<file path="src/rtl/stk_pkg.sv">
// ----------------------------------------------------------------------------
// stk_pkg
// Shared types and constants for the LIFO stack with value removal.
// ----------------------------------------------------------------------------
package stk_pkg;

  typedef logic        [1:0]  func_t;
  typedef logic signed [31:0] word_t;
  typedef logic        [6:0]  count_t;

  localparam func_t FUNC_PUSH   = 2'd0;
  localparam func_t FUNC_POP    = 2'd1;
  localparam func_t FUNC_REMOVE = 2'd2;
  localparam func_t FUNC_QUERY  = 2'd3;

  // reported for any entry that is not held
  localparam word_t MISSING_VALUE = 32'sh7FFF_FFFF;

  // position of the middle reported entry, counted from the top
  localparam int THIRD_POS = 3;

endpackage

</file>
<file path="src/rtl/stk_if.sv">
// ----------------------------------------------------------------------------
// stk_in_if / stk_out_if
// Valid/ready channels carrying stack operations and stack results.
// ----------------------------------------------------------------------------
interface stk_in_if;
  logic            valid;
  logic            ready;
  stk_pkg::func_t  func;
  stk_pkg::word_t  value;

  modport source (output valid, output func, output value, input ready);
  modport sink   (input valid, input func, input value, output ready);
endinterface

interface stk_out_if;
  logic            valid;
  logic            ready;
  stk_pkg::word_t  taken_value;
  logic            underflow;
  logic            overflow;
  stk_pkg::word_t  top_value;
  stk_pkg::word_t  third_value;
  stk_pkg::word_t  bottom_value;
  stk_pkg::count_t entry_count;

  modport source (output valid, output taken_value, output underflow,
                  output overflow, output top_value, output third_value,
                  output bottom_value, output entry_count, input ready);
  modport sink   (input valid, input taken_value, input underflow,
                  input overflow, input top_value, input third_value,
                  input bottom_value, input entry_count, output ready);
endinterface

</file>
<file path="src/rtl/stk_mem.sv">
// ----------------------------------------------------------------------------
// stk_mem
// Entry store: one write port, one read port, registered read data.
// ----------------------------------------------------------------------------
module stk_mem #(
  parameter int DEPTH = 64
) (
  input  logic                       clk,
  input  logic                       wr_en,
  input  logic [$clog2(DEPTH)-1:0]   wr_addr,
  input  stk_pkg::word_t             wr_data,
  input  logic                       rd_en,
  input  logic [$clog2(DEPTH)-1:0]   rd_addr,
  output stk_pkg::word_t             rd_data
);

  stk_pkg::word_t mem [DEPTH];
  stk_pkg::word_t rd_data_r;

  always_ff @(posedge clk) begin
    if (wr_en) begin
      mem[wr_addr] <= wr_data;
    end
  end

  always_ff @(posedge clk) begin
    if (rd_en) begin
      rd_data_r <= mem[rd_addr];
    end
  end

  assign rd_data = rd_data_r;

endmodule

</file>
<file path="src/rtl/stack_with_value_removal.sv">
// ----------------------------------------------------------------------------
// stack_with_value_removal
// Bounded LIFO of signed words with push, pop, remove-by-value and query.
// Each operation returns one word with the popped value, flags and a view
// of the stack (top, third from top, bottom, count).
// ----------------------------------------------------------------------------
//  channel   dir   handshake     payload
//  in_ch     in    valid/ready   func, value
//  out_ch    out   valid/ready   taken_value, underflow, overflow,
//                                top_value, third_value, bottom_value,
//                                entry_count
//
//  Each operation fetches top, third and bottom one after another through
//  the single read port of the entry memory; pop first reads the popped
//  entry, and removal first walks every stored entry, writing survivors
//  down in order.
//  Reset: synchronous on rst_n low; the stack is empty, memory not cleared.
//  One operation at a time; in_ch.ready is high only when idle. A result
//  held by out_ch.ready low stalls the finish of the next operation.
// ----------------------------------------------------------------------------
module stack_with_value_removal #(
  parameter int DEPTH = 64
) (
  input  logic       clk,
  input  logic       rst_n,
  stk_in_if.sink     in_ch,
  stk_out_if.source  out_ch
);

  localparam int AW = $clog2(DEPTH);
  localparam int CW = $clog2(DEPTH + 1);

  localparam logic [2:0] S_IDLE = 3'd0;
  localparam logic [2:0] S_POPW = 3'd1;
  localparam logic [2:0] S_RM   = 3'd2;
  localparam logic [2:0] S_RPT  = 3'd3;
  localparam logic [2:0] S_DONE = 3'd4;

  // control
  logic [2:0]       state_r, state_nxt;
  logic [CW-1:0]    fill_r, fill_nxt;
  logic [CW-1:0]    rd_idx_r, rd_idx_nxt;
  logic [CW-1:0]    wr_idx_r, wr_idx_nxt;
  logic             pend_r, pend_nxt;
  logic [1:0]       step_r, step_nxt;
  logic             out_valid_r, out_valid_nxt;

  // payload
  stk_pkg::word_t   value_r, value_nxt;
  stk_pkg::word_t   popped_r, popped_nxt;
  logic             under_r, under_nxt;
  logic             over_r, over_nxt;
  stk_pkg::word_t   top_r, top_nxt;
  stk_pkg::word_t   third_r, third_nxt;
  stk_pkg::word_t   bottom_r, bottom_nxt;
  stk_pkg::word_t   o_popped_r, o_popped_nxt;
  logic             o_under_r, o_under_nxt;
  logic             o_over_r, o_over_nxt;
  stk_pkg::word_t   o_top_r, o_top_nxt;
  stk_pkg::word_t   o_third_r, o_third_nxt;
  stk_pkg::word_t   o_bottom_r, o_bottom_nxt;
  logic [CW-1:0]    o_fill_r, o_fill_nxt;

  // memory port
  logic             mem_wr_en;
  logic [AW-1:0]    mem_wr_addr;
  stk_pkg::word_t   mem_wr_data;
  logic             mem_rd_en;
  logic [AW-1:0]    mem_rd_addr;
  stk_pkg::word_t   mem_rd_data;

  logic [CW-1:0]    fill_m1;
  logic [CW-1:0]    fill_m3;
  logic             rm_issue;

  stk_mem #(.DEPTH(DEPTH)) u_mem (
    .clk     (clk),
    .wr_en   (mem_wr_en),
    .wr_addr (mem_wr_addr),
    .wr_data (mem_wr_data),
    .rd_en   (mem_rd_en),
    .rd_addr (mem_rd_addr),
    .rd_data (mem_rd_data)
  );

  assign fill_m1  = fill_r - CW'(1);
  assign fill_m3  = fill_r - CW'(stk_pkg::THIRD_POS);
  assign rm_issue = (rd_idx_r < fill_r);

  assign in_ch.ready = (state_r == S_IDLE);

  always_comb begin
    state_nxt     = state_r;
    fill_nxt      = fill_r;
    rd_idx_nxt    = rd_idx_r;
    wr_idx_nxt    = wr_idx_r;
    pend_nxt      = pend_r;
    step_nxt      = step_r;
    out_valid_nxt = out_valid_r;
    value_nxt     = value_r;
    popped_nxt    = popped_r;
    under_nxt     = under_r;
    over_nxt      = over_r;
    top_nxt       = top_r;
    third_nxt     = third_r;
    bottom_nxt    = bottom_r;
    o_popped_nxt  = o_popped_r;
    o_under_nxt   = o_under_r;
    o_over_nxt    = o_over_r;
    o_top_nxt     = o_top_r;
    o_third_nxt   = o_third_r;
    o_bottom_nxt  = o_bottom_r;
    o_fill_nxt    = o_fill_r;
    mem_wr_en     = 1'b0;
    mem_wr_addr   = fill_r[AW-1:0];
    mem_wr_data   = in_ch.value;
    mem_rd_en     = 1'b0;
    mem_rd_addr   = fill_m1[AW-1:0];

    if (out_valid_r && out_ch.ready) begin
      out_valid_nxt = 1'b0;
    end

    case (state_r)
      S_IDLE: begin
        if (in_ch.valid) begin
          value_nxt  = in_ch.value;
          popped_nxt = stk_pkg::MISSING_VALUE;
          under_nxt  = 1'b0;
          over_nxt   = 1'b0;
          step_nxt   = 2'd0;
          state_nxt  = S_RPT;
          case (in_ch.func)
            stk_pkg::FUNC_PUSH: begin
              if (fill_r == CW'(DEPTH)) begin
                over_nxt = 1'b1;
              end else begin
                mem_wr_en = 1'b1;
                fill_nxt  = fill_r + CW'(1);
              end
            end
            stk_pkg::FUNC_POP: begin
              if (fill_r == '0) begin
                under_nxt = 1'b1;
              end else begin
                mem_rd_en = 1'b1;
                fill_nxt  = fill_m1;
                state_nxt = S_POPW;
              end
            end
            stk_pkg::FUNC_REMOVE: begin
              rd_idx_nxt = '0;
              wr_idx_nxt = '0;
              pend_nxt   = 1'b0;
              state_nxt  = S_RM;
            end
            default: begin
              state_nxt = S_RPT;
            end
          endcase
        end
      end

      S_POPW: begin
        popped_nxt = mem_rd_data;
        state_nxt  = S_RPT;
      end

      // compaction walk: read slot rd_idx, write survivors down at wr_idx;
      // wr_idx never passes the slot being read, so no overlap hazard
      S_RM: begin
        if (rm_issue) begin
          mem_rd_en   = 1'b1;
          mem_rd_addr = rd_idx_r[AW-1:0];
          rd_idx_nxt  = rd_idx_r + CW'(1);
        end
        if (pend_r && (mem_rd_data != value_r)) begin
          mem_wr_en   = 1'b1;
          mem_wr_addr = wr_idx_r[AW-1:0];
          mem_wr_data = mem_rd_data;
          wr_idx_nxt  = wr_idx_r + CW'(1);
        end
        pend_nxt = rm_issue;
        if (!rm_issue && !pend_r) begin
          fill_nxt  = wr_idx_r;
          step_nxt  = 2'd0;
          state_nxt = S_RPT;
        end
      end

      // fetch top, third and bottom, one read per cycle
      S_RPT: begin
        step_nxt = step_r + 2'd1;
        case (step_r)
          2'd0: begin
            mem_rd_en   = 1'b1;
            mem_rd_addr = fill_m1[AW-1:0];
          end
          2'd1: begin
            top_nxt     = (fill_r != '0) ? mem_rd_data : stk_pkg::MISSING_VALUE;
            mem_rd_en   = 1'b1;
            mem_rd_addr = fill_m3[AW-1:0];
          end
          2'd2: begin
            third_nxt   = (fill_r >= CW'(stk_pkg::THIRD_POS)) ?
                          mem_rd_data : stk_pkg::MISSING_VALUE;
            mem_rd_en   = 1'b1;
            mem_rd_addr = '0;
          end
          default: begin
            bottom_nxt = (fill_r != '0) ? mem_rd_data : stk_pkg::MISSING_VALUE;
            state_nxt  = S_DONE;
          end
        endcase
      end

      S_DONE: begin
        if (!out_valid_r || out_ch.ready) begin
          out_valid_nxt = 1'b1;
          o_popped_nxt  = popped_r;
          o_under_nxt   = under_r;
          o_over_nxt    = over_r;
          o_top_nxt     = top_r;
          o_third_nxt   = third_r;
          o_bottom_nxt  = bottom_r;
          o_fill_nxt    = fill_r;
          state_nxt     = S_IDLE;
        end
      end

      default: begin
        state_nxt = S_IDLE;
      end
    endcase
  end

  always_ff @(posedge clk) begin
    if (!rst_n) begin
      state_r     <= S_IDLE;
      fill_r      <= '0;
      rd_idx_r    <= '0;
      wr_idx_r    <= '0;
      pend_r      <= 1'b0;
      step_r      <= 2'd0;
      out_valid_r <= 1'b0;
    end else begin
      state_r     <= state_nxt;
      fill_r      <= fill_nxt;
      rd_idx_r    <= rd_idx_nxt;
      wr_idx_r    <= wr_idx_nxt;
      pend_r      <= pend_nxt;
      step_r      <= step_nxt;
      out_valid_r <= out_valid_nxt;
    end
  end

  always_ff @(posedge clk) begin
    value_r    <= value_nxt;
    popped_r   <= popped_nxt;
    under_r    <= under_nxt;
    over_r     <= over_nxt;
    top_r      <= top_nxt;
    third_r    <= third_nxt;
    bottom_r   <= bottom_nxt;
    o_popped_r <= o_popped_nxt;
    o_under_r  <= o_under_nxt;
    o_over_r   <= o_over_nxt;
    o_top_r    <= o_top_nxt;
    o_third_r  <= o_third_nxt;
    o_bottom_r <= o_bottom_nxt;
    o_fill_r   <= o_fill_nxt;
  end

  assign out_ch.valid        = out_valid_r;
  assign out_ch.taken_value  = o_popped_r;
  assign out_ch.underflow    = o_under_r;
  assign out_ch.overflow     = o_over_r;
  assign out_ch.top_value    = o_top_r;
  assign out_ch.third_value  = o_third_r;
  assign out_ch.bottom_value = o_bottom_r;
  assign out_ch.entry_count  = stk_pkg::count_t'(o_fill_r);

`ifndef SYNTHESIS
  a_fill_bound: assert property (@(posedge clk) disable iff (!rst_n)
    fill_r <= CW'(DEPTH))
    else $error("fill level beyond depth");

  a_push_grows: assert property (@(posedge clk) disable iff (!rst_n)
    (in_ch.valid && in_ch.ready && in_ch.func == stk_pkg::FUNC_PUSH &&
     fill_r != CW'(DEPTH)) |=> fill_r == $past(fill_r) + CW'(1))
    else $error("push did not grow the stack");

  a_pop_shrinks: assert property (@(posedge clk) disable iff (!rst_n)
    (in_ch.valid && in_ch.ready && in_ch.func == stk_pkg::FUNC_POP &&
     fill_r != '0) |=> fill_r == $past(fill_r) - CW'(1))
    else $error("pop did not shrink the stack");

  a_walk_order: assert property (@(posedge clk) disable iff (!rst_n)
    (state_r == S_RM) |-> (wr_idx_r <= rd_idx_r && rd_idx_r <= fill_r))
    else $error("removal write index overtook read index");

  a_flags_excl: assert property (@(posedge clk) disable iff (!rst_n)
    out_valid_r |-> !(o_under_r && o_over_r))
    else $error("underflow and overflow together");
`endif

endmodule

</file>
<file path="src/flat_wrapper.sv">
// flat-port wrapper written by rule: the top's interface ports become plain ports
module stack_with_value_removal_flat 
#(
  parameter int DEPTH = 64
)
  (clk, rst_n, in_ch_valid, in_ch_func, in_ch_value, in_ch_ready, out_ch_valid, out_ch_taken_value, out_ch_underflow, out_ch_overflow, out_ch_top_value, out_ch_third_value, out_ch_bottom_value, out_ch_entry_count, out_ch_ready);
  stk_in_if in_ch_i ();
  stk_out_if out_ch_i ();
  input  logic clk;
  input  logic rst_n;
  input wire logic [$bits(in_ch_i.valid)-1:0] in_ch_valid;
  input wire logic [$bits(in_ch_i.func)-1:0] in_ch_func;
  input wire logic [$bits(in_ch_i.value)-1:0] in_ch_value;
  output wire logic [$bits(in_ch_i.ready)-1:0] in_ch_ready;
  output wire logic [$bits(out_ch_i.valid)-1:0] out_ch_valid;
  output wire logic [$bits(out_ch_i.taken_value)-1:0] out_ch_taken_value;
  output wire logic [$bits(out_ch_i.underflow)-1:0] out_ch_underflow;
  output wire logic [$bits(out_ch_i.overflow)-1:0] out_ch_overflow;
  output wire logic [$bits(out_ch_i.top_value)-1:0] out_ch_top_value;
  output wire logic [$bits(out_ch_i.third_value)-1:0] out_ch_third_value;
  output wire logic [$bits(out_ch_i.bottom_value)-1:0] out_ch_bottom_value;
  output wire logic [$bits(out_ch_i.entry_count)-1:0] out_ch_entry_count;
  input wire logic [$bits(out_ch_i.ready)-1:0] out_ch_ready;
  assign in_ch_i.valid = in_ch_valid;
  assign in_ch_i.func = in_ch_func;
  assign in_ch_i.value = in_ch_value;
  assign in_ch_ready = in_ch_i.ready;
  assign out_ch_valid = out_ch_i.valid;
  assign out_ch_taken_value = out_ch_i.taken_value;
  assign out_ch_underflow = out_ch_i.underflow;
  assign out_ch_overflow = out_ch_i.overflow;
  assign out_ch_top_value = out_ch_i.top_value;
  assign out_ch_third_value = out_ch_i.third_value;
  assign out_ch_bottom_value = out_ch_i.bottom_value;
  assign out_ch_entry_count = out_ch_i.entry_count;
  assign out_ch_i.ready = out_ch_ready;
  stack_with_value_removal #(.DEPTH(DEPTH)) u_core (.clk(clk), .rst_n(rst_n), .in_ch(in_ch_i), .out_ch(out_ch_i));
endmodule
</file>
<file path="config.mk">
export PLATFORM = sky130hd
export DESIGN_NAME = stack_with_value_removal_flat
export DESIGN_NICKNAME = d
export VERILOG_FILES = /design/src/rtl/stk_pkg.sv /design/src/rtl/stk_if.sv /design/src/rtl/stk_mem.sv /design/src/rtl/stack_with_value_removal.sv /design/src/flat_wrapper.sv
export SDC_FILE = /design/constraint.sdc
export NUM_CORES = 2
export LEC_CHECK = 0
export BUFFER_PORTS_ARGS = -buffer_cell sky130_fd_sc_hd__buf_2
export CELL_PAD_IN_SITES_DETAIL_PLACEMENT = 0
export CELL_PAD_IN_SITES_GLOBAL_PLACEMENT = 2
export CORE_AREA = 2 2 415 417
export CTS_CLUSTER_SIZE = 30
export DETAILED_ROUTE_END_ITERATION = 10
export DIE_AREA = 0 0 417 419
export PLACE_DENSITY = 0.82
export SYNTH_ARGS = -nofsm -noshare
export SYNTH_HDL_FRONTEND = slang
export SYNTH_HIERARCHICAL = 1
export SYNTH_SLANG_ARGS = --single-unit
</file>
<file path="constraint.sdc">
create_clock -name clk -period 13.55 [get_ports clk]
set_input_delay 2.71 -clock clk [delete_from_list [all_inputs] [get_ports clk]]
set_output_delay 2.71 -clock clk [all_outputs]
set_load 0.005 [all_outputs]
</file>
Word-level counts from Yosys, hierarchy flattened:

Memories as Yosys holds them, arrays and structs flattened. A register that Yosys moved wholly into a read port is not among the register bits.
Index checks and enable logic that the tools add are counted.

* eq/ne operators: 20
* order comparisons: 2
* multiplexer cells: 53
* $add $sub $neg: 6
* bitwise logic cells: 1
* reductions and logical operators: 28

Operator list (number)
* $mux 32: 4
* $pmux 32 s2: 1
* $mux 7: 8
* $pmux 7 s2: 4
* $ne 32x32->1: 1
* $pmux 6 s2: 2
* $add 7x1->7 const B: 3
* $mux 1: 18
* $mux 6: 3
* $pmux 3 s5: 1
* $mux 3: 4
* $reduce_and 2->1: 6
* $reduce_and 4->1: 3
* $ne 2x1->1 const B: 5
* $eq 7x7->1 const B: 1
* $ge 7x2->1 const B: 1
* $logic_not 7->1: 1
* $lt 7x7->1: 1
* $reduce_bool 7->1: 1
* $sub 7x1->7 const B: 1
* $eq 3x2->1 const B: 2
* $mux 2: 3
* $ne 3x3->1 const B: 2
* $pmux 2 s3: 1
* other kinds (22): 33

* bits in writable memories: 2048
* memories: 1
* input bits: 38
* output and inout port bits: 139
* bits in registers: 327
* word-level logic and storage cells: 132

Memory list
* u_core.u_mem.mem: depth 64, width 32, rd ports 1, clocked after Yosys merged registers in 1, wr ports 1, line stk_mem.sv:17 `stk_pkg::word_t mem [DEPTH];`

Depth between registers and ports, before layout:

* word-level depth: 7
* depth in mapped cells: 19
* depth with buffers taken out: 13

Hierarchy:

Netlist, hierarchy kept.

Modules (own cells, without submodules)
* stk_mem: sequential area each 62459.9 µm², cells an instance 3323, area each 78823.1 µm², instances 1
* stack_with_value_removal: sequential area each 9539.1 µm², cells an instance 798, area each 12708.4 µm², instances 1

Worst setup path after synthesis:

OpenSTA, ideal clock, no wires.

* path kind: input to register
* start point: in out_ch_ready
* end point: reg u_core.o_bottom_r[0] (netlist: u_core/out_ch.bottom_value[0]) (enable)
* library setup time: 0.635 ns
* slack: 4.448 ns
* path buffers: 0
* required time: 12.915 ns
* stages on the path: 2
* data arrival time: 8.467 ns
* cell sequence: nor2b_1 -> nor2_1

* longest elaborated chain between the ends: 2

Ends and longest elaborated chain
* from (decl): line flat_wrapper.sv:23 `input wire logic [$bits(out_ch_i.ready)-1:0] out_ch_ready;`
* $logic_or 1x1->1: line stack_with_value_removal.sv:218 `if (!out_valid_r || out_ch.ready) begin`
* $reduce_and 2->1 (no line)
* to (signal assigned): line stack_with_value_removal.sv:270 `o_bottom_r <= o_bottom_nxt;`
* to (decl): line stack_with_value_removal.sv:61 `stk_pkg::word_t o_bottom_r, o_bottom_nxt;`

No other way between the ends.
A chain may end at the register's enable or synchronous reset.

Worst setup path after layout:

* start point: reg u_core.fill_r[2]
* end point: reg u_core.u_mem.rd_data_r[9] (netlist: u_core/u_mem/rd_data[9]), read port of u_core.u_mem.mem, data pin

* elaborated cells on any way between the ends: 12
* those cells by class: add/sub: 2; order compare: 1; mux: 8; reduce/logical: 1

RTL lines
* from (decl): line stack_with_value_removal.sv:41 `logic [CW-1:0] fill_r, fill_nxt;`
* from (signal assigned): line stack_with_value_removal.sv:248 `fill_r <= fill_nxt;`
* $lt 7x7->1: line stack_with_value_removal.sv:88 `assign rm_issue = (rd_idx_r < fill_r);`
* $mux 6: line stack_with_value_removal.sv:172 `if (rm_issue) begin`
* $pmux 6 s2: line stack_with_value_removal.sv:124 `case (state_r)`
* named net u_core.mem_rd_addr[1]: line stack_with_value_removal.sv:69 `logic [AW-1:0] mem_rd_addr;`
* to (decl): line stk_mem.sv:18 `stk_pkg::word_t rd_data_r;`

The timed path passes the listed nets, and every way through them passes these cells.

==> flow_summary.ini <==
[status]
status = completed

[sta]
setup_tns_ns = 0
hold_viol = 0
post-route-period-util_pct = 51.1
skew_ns = 0.0388
worst_pin_slew_ns = 1.29
rsz0062_at_grt = no
fmax_mhz = 145
fin_crit_ns = 6.92
slew_headroom_pct = 14.0
slew_viol_final = 0
setup_viol = 0

[synth]
synth_cell_types = 69
ys_async_sr_fraction_pct = 0
synth_ff_type = edfxtp_1
synth_edf_count = 2379
synth.top_cell.area_share_pct = 78.0
synth_warnings = 6
syn_avg_cell_area_um2 = 22.2
syn_area_um2 = 91500
synth_cells = 4121
synth_area_leaders = edfxtp_1, mux4_2, mux2i_1, nand2b_1, nor2_1
synth-seq-area-share_pct = 78.7
synth_area_leader_cell = edfxtp_1
synth_fp_nets = 4176
synth_seq_cells = 2407

[route]
via_per_inst = 6.48
routed-via-count = 44573
avgRoutedWirePerCell_um = 34.1
drc = 0
antenna_left = 0
drt_pass1_iterations = 5
drtIter0Drc = 6373
routed_wl_mm = 235

[clock_network]
root_buffer = clkbuf_16
htreeDepth = 4
cts_hold_buf = 0
postCtsSetupBuffers = 0
clk_path_buf_depth = 3
cts-buffers-inserted = 226
post_cts_resized = 0
clock_latency_ns = 0.88
cts_tree = done
cts.clk_slew.worst_paths_ns = 0.06
cts_sinks = 2407

[worst_setup_path]
cpPeakStageDelay_ns = 0.73
worstSetupPathType = flip-flop to flip-flop
crit_chain = inv_1, ha_1, a21o_1, a31oi_1, o21a_1, a221o_4, buf_4, buf_12, buf_4, mux4_2, mux4_2, o22ai_1, nor2_1
start_kind = flip-flop
cp_max_fo = 128
critPathCaptureType = flip-flop
crit_buf_inv = 4
crit_family = compound AO/OA/AOI/OAI gates
crit_required_ns = 14.14
critical_path_arrival_ns = 7.51
critPathSlowestCell = a221o_4

[floorplan]
die_w_um = 417
die-area_um2 = 175000
io_pins = 177
die_y_um = 419
row_count = 152
start_util_pct = 53.7
core-area_um2 = 171000

[placed_design]
dp_hpwl_mm = 133
place_congestion = 0.847
dp.cells = 6456
portBuffers = 176
dpl_cell_area_um2 = 95900

[layout]
synthToLayoutAreaGrowth_pct = 12.8
final_area_um2 = 103000
fin_cells = 6883
drive_gt1_share_pct = 28.1
n_fill_cell = 11575
layout_commonest_cell = edfxtp_1
utilization_pct = 60.5
layout_common_cells = edfxtp_1, mux4_2, clkbuf_16
nets = 4506

[global_route]
grt_max_degree = 129
grt_pass1_wl_mm = 331
antenna_found_initial = 18
overflow = 0
grtUsageTotal_pct = 27.1
first_global_vias = 43911

[pwr]
peakVddDrop_uv = 247
p_leak_nw = 32.9
p_per_area_nw_per_um2 = 220

[worst_hold_path]
hold_path.class = flip-flop to flip-flop

[run]
maxCapViolCount = 0
-- flip-flops by register name (all words and copies together) (netlist names), 32 cells and up --
signal                      count
u_core/bottom_r                32
u_core/out_ch.third_value      32
u_core/popped_r                32
u_core/out_ch.taken_value      32
u_core/out_ch.top_value        32
u_core/value_r                 32
u_core/u_mem/rd_data           32
u_core/third_r                 32
u_core/out_ch.bottom_value     32
u_core/top_r                   32
u_core/u_mem/mem             2048
-- Yosys cell counts, types with 17 or more instances --
library cell and number:
nor3_1 18, ha_1 17, mux2i_1 93, xnor2_1 37, buf_4 22, dfxtp_1 28
nand2_1 67, edfxtp_1 2379, o21ai_0 22, o22ai_1 85, buf_2 65, mux2_2 30
o221ai_1 27, nand2b_1 105, buf_1 21, mux4_2 544, clkbuf_1 97, a21oi_1 84
nor2_1 157
-- area by class of cell --
type                       instances  area [µm²]  area share [%]
antenna                            5        12.5          0.0121
clock buffer                     270        5880            5.70
clock inverter                   152        1460            1.42
inverter                          17        63.8          0.0618
multi-input combinational       1483       19000            18.4
sequential                      2407       72000            69.8
tap                             2233        2790            2.71
timing repair buffer             316        2020            1.96
-- cells by family after synthesis --
| logic type | count (synthesis) | share of synthesized area [%] |
|---|---|---|
| flops | 2407 | 78.7 |
| mux | 674 | 14.9 |
| simple gates | 444 | 2.44 |
| compound gates | 309 | 2.24 |
| buf+inv | 231 | 1.20 |
| xor+xnor | 39 | 0.373 |
| fa+ha+maj | 17 | 0.232 |
-- through the flow --
| stage | setup slack, ns | power, mW | hold WS [ns] |
|---|---|---|---|
| after global placement | 6.50 | 16.6 | 0.401 |
| after detailed placement | 6.48 | 16.6 | 0.405 |
| after global routing | 6.33 | 23.4 | 0.420 |
| final | 6.63 | 22.7 | 0.416 |
| after floorplan | 4.45 | 13.7 | 0.400 |
| after CTS | 6.48 | 22.8 | 0.415 |
-- where the power goes --
group / switching, mW / total (mW) / internal [mW]
registers: 0.330 / 8.87 / 8.54
logic: 4.59 / 7.58 / 2.98
clock network: 2.72 / 6.27 / 3.54
total: 7.65 / 22.7 / 15.1
-- path summary, 6_finish.rpt --
| check | startpoint | end | slack [ns] | cells after the start |
|---|---|---|---|---|
| setup / recovery | u_core/fill_r[2] | u_core/u_mem/rd_data[9] | 6.63 | 13 |
| hold reg to reg | u_core/bottom_r[18] | u_core/out_ch.bottom_value[18] | 0.42 | 0 |
| setup reg to reg | u_core/fill_r[2] | u_core/u_mem/rd_data[9] | 6.63 | 13 |
| hold / removal | u_core/bottom_r[18] | u_core/out_ch.bottom_value[18] | 0.42 | 0 |
-- worst register-to-register path: stages (launching register included) --
cell	delay, ns
dfxtp_1	0.57
inv_1	0.16
ha_1	0.34
a21o_1	0.18
a31oi_1	0.32
o21a_1	0.56
a221o_4	0.74
buf_4	0.69
buf_12	0.59
buf_4	0.63
mux4_2	0.48
mux4_2	0.57
o22ai_1	0.69
nor2_1	0.12
-- routing by layer --
| layer | wire length, µm | track usage (%) | vias to the layer above |
|---|---|---|---|
| li1 | - | - | 17985 |
| met1 | 89800 | 38.3 | 23630 |
| met2 | 111000 | 42.1 | 2611 |
| met3 | 25400 | 6.00 | 337 |
| met4 | 8330 | 9.61 | 10 |
| met5 | 61 | 0 | - |
Power figures use the tool's default switching activity.
